File: config.mk
export PLATFORM = sky130hd
export DESIGN_NAME = virtual_dma_position_tracker_flat
export DESIGN_NICKNAME = d
export VERILOG_FILES = /design/src/vdpt_pkg.sv /design/src/vdpt_in_if.sv /design/src/vdpt_out_if.sv /design/src/virtual_dma_position_tracker.sv /design/src/flat_wrapper.sv
export SDC_FILE = /design/constraint.sdc
export NUM_CORES = 2
export LEC_CHECK = 0
export ABC_AREA = 1
export BUFFER_PORTS_ARGS = -buffer_cell sky130_fd_sc_hd__buf_2
export CAP_MARGIN = 20
export CORE_ASPECT_RATIO = 1.1
export CORE_MARGIN = 4
export CORE_UTILIZATION = 30
export CTS_BUF_LIST = sky130_fd_sc_hd__clkbuf_8
export CTS_CLUSTER_SIZE = 28
export DETAILED_ROUTE_END_ITERATION = 8
export PLACE_DENSITY = 0.53
export SYNTH_ARGS = -nofsm -noshare
export SYNTH_HDL_FRONTEND = slang
export SYNTH_SLANG_ARGS = --single-unit
File: constraint.sdc
create_clock -name clk -period 34.9 [get_ports clk]
set_input_delay 6.98 -clock clk [delete_from_list [all_inputs] [get_ports clk]]
set_output_delay 6.98 -clock clk [all_outputs]
set_load 0.005 [all_outputs]
File: src/vdpt_pkg.sv
`timescale 1ns / 1ps
// Package for the virtual DMA position tracker: widths, codes, constants,
// and the sequencer state type. No dependencies.
package vdpt_pkg;

  // Field and register widths
  localparam int TIME_W  = 64;
  localparam int RATE_W  = 20;
  localparam int SIZE_W  = 21;
  localparam int POS_W   = 20;
  localparam int STATE_W = 2;
  localparam int REQ_W   = 2;
  localparam int CFG_IDX_W  = 1;
  localparam int CFG_DATA_W = 21;

  // Time and rate constants
  localparam int TICKS_PER_MS = 10000;
  localparam int MS_PER_SEC   = 1000;
  localparam logic [SIZE_W-1:0] MAX_BUF = SIZE_W'(1 << POS_W);

  // Remainder register holds values below TICKS_PER_MS
  localparam int DIVR_W = 14;
  localparam int TREM_W = 14;
  localparam int BREM_W = 10;

  // Shared divider: 72-bit dividend, 4 quotient bits per cycle
  localparam int DIV_W    = 72;
  localparam int DIGIT    = 4;
  localparam int STEP_CNT = DIV_W / DIGIT;
  localparam int CNT_W    = $clog2(STEP_CNT);

  // Milliseconds fit in 51 bits; multiplied in two slices
  localparam int MS_W     = 51;
  localparam int MS_LO_W  = 26;
  localparam int MS_HI_W  = MS_W - MS_LO_W;
  localparam int PROD_W   = MS_LO_W + RATE_W;

  // Register indexes
  localparam logic [CFG_IDX_W-1:0] CFG_BYTE_RATE   = 1'd0;
  localparam logic [CFG_IDX_W-1:0] CFG_BUFFER_SIZE = 1'd1;

  // Register reset values
  localparam logic [RATE_W-1:0] BYTE_RATE_RST   = RATE_W'(192000);
  localparam logic [SIZE_W-1:0] BUFFER_SIZE_RST = SIZE_W'(65536);

  // Opcodes
  localparam logic OP_QUERY = 1'b0;
  localparam logic OP_SET   = 1'b1;

  // Requested state codes
  localparam logic [REQ_W-1:0] REQ_STOP    = 2'd0;
  localparam logic [REQ_W-1:0] REQ_ACQUIRE = 2'd1;
  localparam logic [REQ_W-1:0] REQ_PAUSE   = 2'd2;
  localparam logic [REQ_W-1:0] REQ_RUN     = 2'd3;

  // Reported stream state codes
  localparam logic [STATE_W-1:0] ST_STOP  = 2'd0;
  localparam logic [STATE_W-1:0] ST_PAUSE = 2'd1;
  localparam logic [STATE_W-1:0] ST_RUN   = 2'd2;

  // Sequencer states
  typedef enum logic [2:0] {
    S_IDLE,
    S_PREP,
    S_DIV_T,
    S_MUL0,
    S_MUL1,
    S_MUL2,
    S_DIV_N
  } fsm_state_t;

endpackage

File: src/vdpt_in_if.sv
`timescale 1ns / 1ps
// Input channel of the position tracker: valid/ready plus one item.
// Depends on vdpt_pkg.
interface vdpt_in_if import vdpt_pkg::*; ();
  logic                valid;
  logic                ready;
  logic                opcode;
  logic [REQ_W-1:0]    new_state;
  logic [TIME_W-1:0]   current_time;

  modport source (output valid, output opcode, output new_state,
                  output current_time, input ready);
  modport sink   (input valid, input opcode, input new_state,
                  input current_time, output ready);
endinterface

File: src/vdpt_out_if.sv
`timescale 1ns / 1ps
// Result channel of the position tracker: valid/ready plus one result.
// Depends on vdpt_pkg.
interface vdpt_out_if import vdpt_pkg::*; ();
  logic                valid;
  logic                ready;
  logic [POS_W-1:0]    position;
  logic [STATE_W-1:0]  run_state;

  modport source (output valid, output position, output run_state,
                  input ready);
  modport sink   (input valid, input position, input run_state,
                  output ready);
endinterface

File: src/virtual_dma_position_tracker.sv
`timescale 1ns / 1ps
// A state change, or a query while not running, gives its result in the
// cycle after the beat is taken. A query while running goes through the
// shared divider (two 72-bit divisions at 4 bits per cycle) and the 26x20
// multiplier used for two slices of the ms count; the next beat is taken
// once the result is out.
// Reset (rst_n, synchronous): stopped, position 0, rate 192000, size 65536.
module virtual_dma_position_tracker import vdpt_pkg::*; (
  input  logic                   clk,
  input  logic                   rst_n,
  vdpt_in_if.sink                in_ch,
  vdpt_out_if.source             out_ch,
  input  logic                   cfg_we,
  input  logic [CFG_IDX_W-1:0]   cfg_index,
  input  logic [CFG_DATA_W-1:0]  cfg_data
);

  // Configuration
  logic [RATE_W-1:0]  byte_rate_r;
  logic [SIZE_W-1:0]  buffer_size_r;
  logic [SIZE_W-1:0]  size_eff;

  // Stream state
  logic [STATE_W-1:0] st_r, st_nxt;
  logic               adv_r, adv_nxt;
  logic [POS_W-1:0]   pos_r, pos_nxt;
  logic [TREM_W-1:0]  trem_r, trem_nxt;
  logic [BREM_W-1:0]  brem_r, brem_nxt;
  logic [TIME_W-1:0]  last_ts_r, last_ts_nxt;

  // Sequencer and datapath
  fsm_state_t         fsm_r, fsm_nxt;
  logic [CNT_W-1:0]   cnt_r, cnt_nxt;
  logic [DIV_W-1:0]   div_r, div_nxt;
  logic [DIVR_W-1:0]  rem_r, rem_nxt;
  logic [POS_W-1:0]   qmod_r, qmod_nxt;
  logic [DIV_W-1:0]   acc_r, acc_nxt;

  // Output register
  logic               out_valid_r, out_valid_nxt;
  logic [POS_W-1:0]   out_pos_r, out_pos_nxt;
  logic [STATE_W-1:0] out_st_r, out_st_nxt;

  // Shared unit signals
  logic [DIVR_W-1:0]  dvsr;
  logic [DIVR_W-1:0]  step_rem;
  logic [POS_W-1:0]   step_qmod;
  logic [DIGIT-1:0]   step_qnib;
  logic [MS_LO_W-1:0] mul_a;
  logic [PROD_W-1:0]  prod;
  logic [MS_W-1:0]    ms;
  logic               in_fire;
  logic               last_step;
  logic [STATE_W-1:0] target;

  assign in_fire   = in_ch.valid && in_ch.ready;
  assign last_step = (cnt_r == CNT_W'(STEP_CNT - 1));
  assign ms        = div_r[MS_W-1:0];

  // Wrap length: zero counts as one, clamp at the 20-bit range
  always_comb begin
    if (buffer_size_r == '0) begin
      size_eff = SIZE_W'(1);
    end else if (buffer_size_r > MAX_BUF) begin
      size_eff = MAX_BUF;
    end else begin
      size_eff = buffer_size_r;
    end
  end

  // Configuration writes
  always_ff @(posedge clk) begin
    if (!rst_n) begin
      byte_rate_r   <= BYTE_RATE_RST;
      buffer_size_r <= BUFFER_SIZE_RST;
    end else if (cfg_we) begin
      if (cfg_index == CFG_BYTE_RATE) begin
        byte_rate_r <= cfg_data[RATE_W-1:0];
      end
      if (cfg_index == CFG_BUFFER_SIZE) begin
        buffer_size_r <= cfg_data[SIZE_W-1:0];
      end
    end
  end

  // Divisor: ticks per ms in the first pass, ms per second in the second
  assign dvsr = (fsm_r == S_DIV_T) ? DIVR_W'(TICKS_PER_MS) : DIVR_W'(MS_PER_SEC);

  // Shared divide step: four restoring steps, quotient bits also folded
  // into the running quotient modulo the buffer size
  always_comb begin : div_step
    logic [DIVR_W:0] part;
    logic [SIZE_W-1:0] mpart;
    logic qbit;
    step_rem  = rem_r;
    step_qmod = qmod_r;
    step_qnib = '0;
    for (int i = 0; i < DIGIT; i++) begin
      part = {step_rem, div_r[DIV_W-1-i]};
      qbit = (part >= {1'b0, dvsr});
      if (qbit) begin
        part = part - {1'b0, dvsr};
      end
      step_rem = part[DIVR_W-1:0];
      step_qnib[DIGIT-1-i] = qbit;
      mpart = {step_qmod, qbit};
      if (mpart >= size_eff) begin
        mpart = mpart - size_eff;
      end
      step_qmod = mpart[POS_W-1:0];
    end
  end

  // Shared multiplier: rate times one slice of the ms count
  assign mul_a = (fsm_r == S_MUL1) ? ms[MS_LO_W-1:0] : MS_LO_W'(ms[MS_W-1:MS_LO_W]);
  assign prod  = PROD_W'(mul_a) * PROD_W'(byte_rate_r);

  // Requested state: acquire counts as stop
  always_comb begin
    case (in_ch.new_state)
      REQ_RUN:   target = ST_RUN;
      REQ_PAUSE: target = ST_PAUSE;
      default:   target = ST_STOP;
    endcase
  end

  assign in_ch.ready = (fsm_r == S_IDLE) && (!out_valid_r || out_ch.ready);

  // Sequencer: next state and datapath
  always_comb begin
    fsm_nxt       = fsm_r;
    cnt_nxt       = cnt_r;
    div_nxt       = div_r;
    rem_nxt       = rem_r;
    qmod_nxt      = qmod_r;
    acc_nxt       = acc_r;
    st_nxt        = st_r;
    adv_nxt       = adv_r;
    pos_nxt       = pos_r;
    trem_nxt      = trem_r;
    brem_nxt      = brem_r;
    last_ts_nxt   = last_ts_r;
    out_valid_nxt = out_valid_r && !out_ch.ready;
    out_pos_nxt   = out_pos_r;
    out_st_nxt    = out_st_r;

    unique case (fsm_r)
      S_IDLE: begin
        if (in_fire) begin
          if (in_ch.opcode == OP_SET) begin
            if (target != st_r) begin
              st_nxt = target;
              if (target == ST_PAUSE) begin
                adv_nxt = 1'b0;
              end else if (target == ST_RUN) begin
                last_ts_nxt = in_ch.current_time;
                trem_nxt    = '0;
                adv_nxt     = 1'b1;
              end else begin
                adv_nxt  = 1'b0;
                pos_nxt  = '0;
                trem_nxt = '0;
                brem_nxt = '0;
              end
            end
            out_valid_nxt = 1'b1;
            out_pos_nxt   = pos_nxt;
            out_st_nxt    = st_nxt;
          end else if (adv_r) begin
            // Elapsed ticks, modulo 2^64
            div_nxt     = DIV_W'(in_ch.current_time - last_ts_r);
            last_ts_nxt = in_ch.current_time;
            fsm_nxt     = S_PREP;
          end else begin
            out_valid_nxt = 1'b1;
            out_pos_nxt   = pos_r;
            out_st_nxt    = st_r;
          end
        end
      end
      S_PREP: begin
        // Add the carried tick remainder at full width
        div_nxt  = DIV_W'(65'(div_r[TIME_W-1:0]) + 65'(trem_r));
        rem_nxt  = '0;
        qmod_nxt = '0;
        cnt_nxt  = '0;
        fsm_nxt  = S_DIV_T;
      end
      S_DIV_T: begin
        div_nxt = {div_r[DIV_W-DIGIT-1:0], step_qnib};
        rem_nxt = step_rem;
        cnt_nxt = cnt_r + CNT_W'(1);
        if (last_step) begin
          trem_nxt = step_rem[TREM_W-1:0];
          fsm_nxt  = S_MUL0;
        end
      end
      S_MUL0: begin
        // Fold the position in: (N + 1000*pos) / 1000 = pos + N / 1000
        acc_nxt = DIV_W'(30'(pos_r) * 30'(MS_PER_SEC)) + DIV_W'(brem_r);
        fsm_nxt = S_MUL1;
      end
      S_MUL1: begin
        acc_nxt = acc_r + DIV_W'(prod);
        fsm_nxt = S_MUL2;
      end
      S_MUL2: begin
        div_nxt  = acc_r + (DIV_W'(prod) << MS_LO_W);
        rem_nxt  = '0;
        qmod_nxt = '0;
        cnt_nxt  = '0;
        fsm_nxt  = S_DIV_N;
      end
      S_DIV_N: begin
        div_nxt  = {div_r[DIV_W-DIGIT-1:0], step_qnib};
        rem_nxt  = step_rem;
        qmod_nxt = step_qmod;
        cnt_nxt  = cnt_r + CNT_W'(1);
        if (last_step) begin
          brem_nxt      = step_rem[BREM_W-1:0];
          pos_nxt       = step_qmod;
          out_valid_nxt = 1'b1;
          out_pos_nxt   = step_qmod;
          out_st_nxt    = st_r;
          fsm_nxt       = S_IDLE;
        end
      end
      default: begin
        fsm_nxt = S_IDLE;
      end
    endcase
  end

  // Control state
  always_ff @(posedge clk) begin
    if (!rst_n) begin
      fsm_r       <= S_IDLE;
      st_r        <= ST_STOP;
      adv_r       <= 1'b0;
      pos_r       <= '0;
      trem_r      <= '0;
      brem_r      <= '0;
      last_ts_r   <= '0;
      out_valid_r <= 1'b0;
      cnt_r       <= '0;
    end else begin
      fsm_r       <= fsm_nxt;
      st_r        <= st_nxt;
      adv_r       <= adv_nxt;
      pos_r       <= pos_nxt;
      trem_r      <= trem_nxt;
      brem_r      <= brem_nxt;
      last_ts_r   <= last_ts_nxt;
      out_valid_r <= out_valid_nxt;
      cnt_r       <= cnt_nxt;
    end
  end

  // Datapath and result payload
  always_ff @(posedge clk) begin
    div_r     <= div_nxt;
    rem_r     <= rem_nxt;
    qmod_r    <= qmod_nxt;
    acc_r     <= acc_nxt;
    out_pos_r <= out_pos_nxt;
    out_st_r  <= out_st_nxt;
  end

  assign out_ch.valid     = out_valid_r;
  assign out_ch.position  = out_pos_r;
  assign out_ch.run_state = out_st_r;

  // Checks
  a_adv_run: assert property (@(posedge clk) disable iff (!rst_n)
    adv_r |-> (st_r == ST_RUN))
    else $error("advancing while not running");

  a_rem_t: assert property (@(posedge clk) disable iff (!rst_n)
    (fsm_r == S_DIV_T) |-> (rem_r < DIVR_W'(TICKS_PER_MS)))
    else $error("tick remainder out of range");

  a_rem_n: assert property (@(posedge clk) disable iff (!rst_n)
    (fsm_r == S_DIV_N) |-> ((rem_r < DIVR_W'(MS_PER_SEC)) && (SIZE_W'(qmod_r) < size_eff)))
    else $error("byte remainder or wrapped quotient out of range");

  a_done: assert property (@(posedge clk) disable iff (!rst_n)
    ((fsm_r == S_DIV_N) && last_step) |=> (out_ch.valid && (fsm_r == S_IDLE)))
    else $error("query result not delivered at end of sequence");

  a_busy_out: assert property (@(posedge clk) disable iff (!rst_n)
    ((fsm_r != S_IDLE) && (fsm_r != S_PREP)) |-> !out_valid_r)
    else $error("result register occupied during computation");

endmodule
File: src/flat_wrapper.sv
// flat-port wrapper written by rule: the top's interface ports become plain ports
module virtual_dma_position_tracker_flat import vdpt_pkg::*;
  (clk, rst_n, cfg_we, cfg_index, cfg_data, in_ch_valid, in_ch_opcode, in_ch_new_state, in_ch_current_time, in_ch_ready, out_ch_valid, out_ch_position, out_ch_run_state, out_ch_ready);
  vdpt_in_if in_ch_i ();
  vdpt_out_if out_ch_i ();
  input  logic clk;
  input  logic rst_n;
  input  logic cfg_we;
  input  logic [CFG_IDX_W-1:0] cfg_index;
  input  logic [CFG_DATA_W-1:0] cfg_data;
  input wire logic [$bits(in_ch_i.valid)-1:0] in_ch_valid;
  input wire logic [$bits(in_ch_i.opcode)-1:0] in_ch_opcode;
  input wire logic [$bits(in_ch_i.new_state)-1:0] in_ch_new_state;
  input wire logic [$bits(in_ch_i.current_time)-1:0] in_ch_current_time;
  output wire logic [$bits(in_ch_i.ready)-1:0] in_ch_ready;
  output wire logic [$bits(out_ch_i.valid)-1:0] out_ch_valid;
  output wire logic [$bits(out_ch_i.position)-1:0] out_ch_position;
  output wire logic [$bits(out_ch_i.run_state)-1:0] out_ch_run_state;
  input wire logic [$bits(out_ch_i.ready)-1:0] out_ch_ready;
  assign in_ch_i.valid = in_ch_valid;
  assign in_ch_i.opcode = in_ch_opcode;
  assign in_ch_i.new_state = in_ch_new_state;
  assign in_ch_i.current_time = in_ch_current_time;
  assign in_ch_ready = in_ch_i.ready;
  assign out_ch_valid = out_ch_i.valid;
  assign out_ch_position = out_ch_i.position;
  assign out_ch_run_state = out_ch_i.run_state;
  assign out_ch_i.ready = out_ch_ready;
  virtual_dma_position_tracker u_core (.clk(clk), .rst_n(rst_n), .in_ch(in_ch_i), .out_ch(out_ch_i), .cfg_we(cfg_we), .cfg_index(cfg_index), .cfg_data(cfg_data));
endmodule
; ---- Yosys cells after proc, flatten, opt, wreduce, memory -nomap -nowiden
; Cells that the tools add are included.
[classes]
n_mux = 69
eq_ne = 25
addsub = 14
bitwise_logic = 1
n_reduce_logical = 28
magnitude_cmp = 9
n_mul = 2
[ops]
columns = cell, n
row1 = two-way mux 64 bit, 5
row2 = one-hot mux 72 bit (4 select lines), 1
row3 = two-way mux 20 bit, 13
row4 = two-way mux 72 bit, 3
row5 = one-hot mux 72 bit (2 select lines), 1
row6 = two-way mux 14 bit, 10
row7 = one-hot mux 20 bit (2 select lines), 3
row8 = >= comparator 21 bit, 4
row9 = subtractor 20 bit, 4
row10 = adder 72 x 46 -> 72 bit, 1
row11 = adder 72 bit, 1
row12 = adder 64 x 14 -> 65 bit, 1
row13 = subtractor 64 x 64 -> 65 bit, 1
row14 = >= comparator 15 x 14 -> 1 bit, 4
row15 = two-way mux 10 bit, 6
row16 = one-hot mux 14 bit (2 select lines), 2
row17 = subtractor 14 bit, 4
row18 = multiplier 26 x 20 -> 46 bit, 1
row19 = two-way mux 21 bit, 2
row20 = adder 30 x 10 -> 31 bit, 1
row21 = multiplier 20 x 7 -> 27 bit (second input constant), 1
row22 = two-way mux 26 bit, 1
row23 = > comparator 21 bit (second input constant), 1
row24 = zero test 21 bit, 1
row25 = 33 further kinds, 76
[word_totals]
reg_bits = 361

; ---- Depth between registers and ports, before layout
[depth]
word_depth = 13
depth_mapped = 80
depth_no_buf = 76

; ---- Worst setup path before layout
; OpenSTA, ideal clock, no wires.
[synth_timing]
kind = input -> output
from = in out_ch_ready
to = out in_ch_ready
path_slack_ns = 20.735
arrival_ns = 7.185
cell_stages = 2
required_time_ns = 27.920
path_cell_list = nor2_1 -> nor2_1
[synth_between]
elab_chain_cells = 2
[synth_lines]
columns = element, line
row1 = start: declaration, flat_wrapper.sv:19  ; input wire logic [$bits(out_ch_i.ready)-1:0] out_ch_ready;
row2 = logical OR 1 bit, virtual_dma_position_tracker.sv:127  ; assign in_ch.ready = (fsm_r == S_IDLE) && (!out_valid_r || out_ch.ready);
row3 = logical AND 1 bit, virtual_dma_position_tracker.sv:127
row4 = end: declaration, flat_wrapper.sv:15  ; output wire logic [$bits(in_ch_i.ready)-1:0] in_ch_ready;
; No other way between the ends.

; ---- Final worst setup path
[layout_timing]
from = reg u_core.fsm_r[0]
to = reg u_core.out_pos_r[10], in the netlist u_core.out_ch.position[10], data pin
[layout_between]
elab_chain_cells = 13
elab_cells_between_ends = 28
classes_between = 7 x add/sub / 8 x order compare / 2 x eq/ne / 10 x mux / 1 x reduce/logical
[layout_lines]
columns = element, line
row1 = start: declaration, virtual_dma_position_tracker.sv:32  ; fsm_state_t fsm_r, fsm_nxt;
row2 = start signal: assignment, virtual_dma_position_tracker.sv:247  ; fsm_r <= fsm_nxt;
row3 = == test 3 x 2 -> 1 bit, virtual_dma_position_tracker.sv:87  ; assign dvsr = (fsm_r == S_DIV_T) ? DIVR_W'(TICKS_PER_MS) : DIVR_W'(MS_PER_SEC);
row4 = two-way mux 14 bit, virtual_dma_position_tracker.sv:87
row5 = >= comparator 15 x 14 -> 1 bit or subtractor 14 bit (tied branches), "virtual_dma_position_tracker.sv:100, virtual_dma_position_tracker.sv:102"
row6 = subtractor 20 bit (tied with other cells), virtual_dma_position_tracker.sv:108  ; mpart = mpart - size_eff;
row7 = two-way mux 20 bit (tied with other cells), virtual_dma_position_tracker.sv:107  ; if (mpart >= size_eff) begin
row8 = subtractor 20 bit (tied with other cells), virtual_dma_position_tracker.sv:108
row9 = two-way mux 20 bit (tied with other cells), virtual_dma_position_tracker.sv:107
row10 = subtractor 20 bit (tied with other cells), virtual_dma_position_tracker.sv:108
row11 = two-way mux 20 bit or >= comparator 15 x 14 -> 1 bit (tied branches), "virtual_dma_position_tracker.sv:107, virtual_dma_position_tracker.sv:100"
row12 = subtractor 20 bit or >= comparator 21 bit (tied branches), "virtual_dma_position_tracker.sv:108, virtual_dma_position_tracker.sv:107"
row13 = two-way mux 20 bit, virtual_dma_position_tracker.sv:107
row14 = two-way mux 20 bit, virtual_dma_position_tracker.sv:219  ; if (last_step) begin
row15 = one-hot mux 20 bit (2 select lines) *, virtual_dma_position_tracker.sv:147  ; unique case (fsm_r)
row16 = via u_core.out_pos_nxt[10], virtual_dma_position_tracker.sv:41  ; logic [POS_W-1:0] out_pos_r, out_pos_nxt;
row17 = end signal: assignment, virtual_dma_position_tracker.sv:265  ; out_pos_r <= out_pos_nxt;
row18 = end: declaration, virtual_dma_position_tracker.sv:41
; The timed path passes the listed nets; every way through them passes the cells marked *. The select of a mux whose other input is x is not followed.
; A chain may end at the register's enable or synchronous reset.

==> impl_metrics.ini <==
[run_status]
status = complete, no violations

[synthesis]
synthesis.area_um2 = 51800
synth.area.mux_share = 0
ys_seq_area_frac = 0.178
synth_compound_gate_area_share = 0.154
synth-simple-area-share = 0.207
fraction_of_synthesized_cell_area_in_xor_and_xnor_cells = 0.0397
syn_nets = 8117
synth_cells = 7004
synth_cell_type_count = 67
postSynthAreaPerCell_um2 = 7.40
synth_enable_flop_cells = 200
ys_warn_count = 0
adder_cell_share_of_the_synthesized_area = 0.320
postSynth.topFlopCell = sky130_fd_sc_hd__edfxtp_1
synthArstFlopShare = 0
ys_seq_elements = 361
main_combinational_cell_family_by_area_after_synthesis = adder cells

[cts]
post-cts-setup-buffer-count = 0
cts_made_buffers = 77
cts-resized-gates = 0
cts_hold_buffers = 0
cts_htree_levels = 3
cts_tree = yes
clockRootBuffer = sky130_fd_sc_hd__clkbuf_8
cts-root-to-sink-buffers = 3
clock_sinks = 361
clock_latency_ps = 790
cts.clk_slew.worst_paths_ps = 60

[die]
chipWidth_um = 404
starting_density = 0.302
floorplan.die.height_um = 444
boundaryPins = 118
rows = 159
design.die.area_um2 = 179000
floorplan.core_area_um2 = 171000

[critical_path]
critical-path-top-cell-by-count = sky130_fd_sc_hd__o21ai_0
crit_arrival_ps = 17790
kind_of_start_point_of_the_critical_path = flop
cp_max_fo = 40
setup.worst_path.class = reg2reg
cp_max_delay_cell = sky130_fd_sc_hd__clkinv_1
critical_path_required_ps = 35410
cp-end-kind = flop
timing.critical_path.slowest_cell_delay_ps = 970

[job]
cap_viol_max_count = 0

[place]
gp_routability_congestion = 0.905
place.detailed.hpwl_mm = 142
minimum_setup_slack_after_placement_ps = 17770
port-buffer-count = 117

[timing]
summed_negative_setup_slack_over_all_endpoints_ps = 0
slew_headroom = 0.274
min_period_ps = 17280
report.final.hold_viol_count = 0
maxClockFrequency_mhz = 57.9
finalClockSkew_ps = 48.7
worst_slack_ps = 17620
unrepaired_setup_endpoints_after_global_routing = no
final_max_slew_viol_count = 0
max_slew.worst_pin.slew_ps = 1090
finalSetupViolations = 0
finalCritPeriodShare = 0.495
hold_ws_ps = 455

[global_route]
grt_start_max_net_pins = 109
grt_overflow = 0
number_of_global_route_vias_before_repair = 47300
wire_length_of_the_first_global_routing_pass_mm = 276
gr-usage-all-layers = 0.195
antenna_found_initial = 10

[drt]
viasPerCell = 5.02
route.vias.total = 47100
detail_route.wl_per_cell_um = 18.7
drt-initial-drc-count = 3670
detailedRoute.firstPassIterationCount = 6
drt_drc_violations_left = 0
ant_nets = 0
final_wirelength_mm = 176

[final_layout]
num-nets-final = 8178
drive_gt1_frac = 0.0594
area.growth.synth_to_final_pct = 9.39
n_fill_cell = 18400

[hold_path]
min-delay-path-class = reg2reg
[registers in the layout, summed over array words and instances (netlist names), 20 cells and up]
register                cells
u_core.acc_r               72
u_core.div_r               72
u_core.last_ts_r           64
u_core.buffer_size_r       21
u_core.byte_rate_r         20
u_core.out_ch.position     20
u_core.pos_r               20
u_core.qmod_r              20
[worst max-delay path, delay by kind of cell (launching register included)]
kind	cells	cell delay, ps
adder cells (fa/ha/maj)	6	2050
AND/OR/NAND/NOR	22	3410
AO/OA/AOI/OAI	27	6440
buffers and inverters	13	4560
flip-flops	1	450
[synthesized netlist by cell type, types with 8 or more instances]
master,n,area (um^2)
sky130_fd_sc_hd__or2_2,31,194
sky130_fd_sc_hd__a21boi_0,18,135
sky130_fd_sc_hd__dfxtp_1,161,3220
sky130_fd_sc_hd__o21a_1,40,300
sky130_fd_sc_hd__nand2_2,27,169
sky130_fd_sc_hd__o21ai_0,478,2390
sky130_fd_sc_hd__nor3_1,82,410
sky130_fd_sc_hd__o2111ai_1,40,350
sky130_fd_sc_hd__inv_1,1160,4350
sky130_fd_sc_hd__nand2_4,18,203
sky130_fd_sc_hd__a211oi_1,11,82.6
sky130_fd_sc_hd__a21o_1,16,120
sky130_fd_sc_hd__a21oi_1,632,3160
sky130_fd_sc_hd__buf_1,14,52.6
sky130_fd_sc_hd__nand3_1,223,1120
sky130_fd_sc_hd__o211ai_1,33,248
sky130_fd_sc_hd__nor2_1,597,2240
sky130_fd_sc_hd__xnor2_1,80,701
sky130_fd_sc_hd__o21bai_1,11,82.6
sky130_fd_sc_hd__fa_1,511,10200
sky130_fd_sc_hd__nand4_1,47,294
sky130_fd_sc_hd__nor4_1,24,150
sky130_fd_sc_hd__clkbuf_1,179,672
sky130_fd_sc_hd__nand2_1,1471,5520
sky130_fd_sc_hd__nand3b_1,16,120
sky130_fd_sc_hd__edfxtp_1,200,6010
sky130_fd_sc_hd__xor2_1,155,1360
sky130_fd_sc_hd__o31ai_1,8,60.1
sky130_fd_sc_hd__ha_1,508,6360
sky130_fd_sc_hd__a31oi_1,80,500
sky130_fd_sc_hd__o221ai_1,8,70.1
sky130_fd_sc_hd__nor2_2,8,50.1
sky130_fd_sc_hd__o21ai_1,25,125
sky130_fd_sc_hd__inv_2,10,37.5
[area by class of cell]
cell class,count,area (um^2),share of cell area
multi-input combinational,5265,37400,0.661
sequential,361,9230,0.163
inverter,1176,4420,0.0780
tap,2254,2820,0.0498
clock buffer,84,1160,0.0204
timing repair buffer,184,1130,0.0200
clock inverter,51,464,0.00819
antenna,8,20.0,0.000353
[per-layer routing]
| layer | share of wire | up-vias | GRT usage |
|---|---|---|---|
| li1 | - | 22900 | - |
| met1 | 0.47 | 22600 | 0.276 |
| met2 | 0.45 | 1318 | 0.312 |
| met3 | 0.057 | 218 | 0.0257 |
| met4 | 0.028 | 4 | 0.0554 |
| met5 | 0.00015 | - | 0 |
[metrics by stage]
stage          instance area [um^2]   util  cells
6_report                      56700  0.331   9383
5_1_grt                       56700  0.331   9379
4_1_cts                       56600  0.331   9374
3_5_place_dp                  55000  0.321   9239
3_3_place_gp                  55000  0.321   9238
2_1_floorplan                 51800      -   7004
[cell usage in the layout, fill, tap and decap left out, types with 9 or more instances in the layout]
cell,netlist,layout
sky130_fd_sc_hd__a211oi_1,11,11
sky130_fd_sc_hd__a21boi_0,18,18
sky130_fd_sc_hd__a21o_1,16,16
sky130_fd_sc_hd__a21oi_1,632,631
sky130_fd_sc_hd__a31oi_1,80,80
sky130_fd_sc_hd__buf_2,5,116
sky130_fd_sc_hd__buf_4,0,66
sky130_fd_sc_hd__clkbuf_8,0,84
sky130_fd_sc_hd__clkinv_1,4,9
sky130_fd_sc_hd__clkinv_2,1,11
sky130_fd_sc_hd__dfxtp_1,161,161
sky130_fd_sc_hd__edfxtp_1,200,200
sky130_fd_sc_hd__fa_1,511,511
sky130_fd_sc_hd__ha_1,508,508
sky130_fd_sc_hd__inv_1,1160,1180
sky130_fd_sc_hd__inv_2,10,10
sky130_fd_sc_hd__nand2_1,1471,1471
sky130_fd_sc_hd__nand2_2,27,27
sky130_fd_sc_hd__nand2_4,18,18
sky130_fd_sc_hd__nand3_1,223,223
sky130_fd_sc_hd__nand3b_1,16,16
sky130_fd_sc_hd__nand4_1,47,47
sky130_fd_sc_hd__nor2_1,597,590
sky130_fd_sc_hd__nor2_2,8,11
sky130_fd_sc_hd__nor2_4,5,9
sky130_fd_sc_hd__nor3_1,82,82
sky130_fd_sc_hd__nor4_1,24,24
sky130_fd_sc_hd__o2111ai_1,40,40
sky130_fd_sc_hd__o211ai_1,33,33
sky130_fd_sc_hd__o21a_1,40,40
sky130_fd_sc_hd__o21ai_0,478,474
sky130_fd_sc_hd__o21ai_1,25,26
sky130_fd_sc_hd__o21bai_1,11,11
sky130_fd_sc_hd__or2_2,31,31
sky130_fd_sc_hd__xnor2_1,80,80
sky130_fd_sc_hd__xor2_1,155,155
[worst paths after layout]
| kind | from | to | slack, ps | cells after the start |
|---|---|---|---|---|
| min reg2reg | u_core.last_ts_r[56] | u_core.last_ts_r[56] | 450 | 2 |
| max | u_core.fsm_r[0] | u_core.out_ch.position[10] | 17620 | 68 |
| max reg2reg | u_core.fsm_r[0] | u_core.out_ch.position[10] | 17620 | 68 |
| min | u_core.last_ts_r[56] | u_core.last_ts_r[56] | 450 | 2 |
[kinds of logic after synthesis]
group                    count (synthesis)
AND/OR/NAND/NOR                       2569
AO/OA/AOI/OAI                         1442
buffers and inverters                 1378
adder cells (fa/ha/maj)               1019
flip-flops                             361
XOR/XNOR                               235
Power is left out: the tool's default activity adds up to more than one toggle a clock period on the data nets, which glitch-free logic cannot reach.
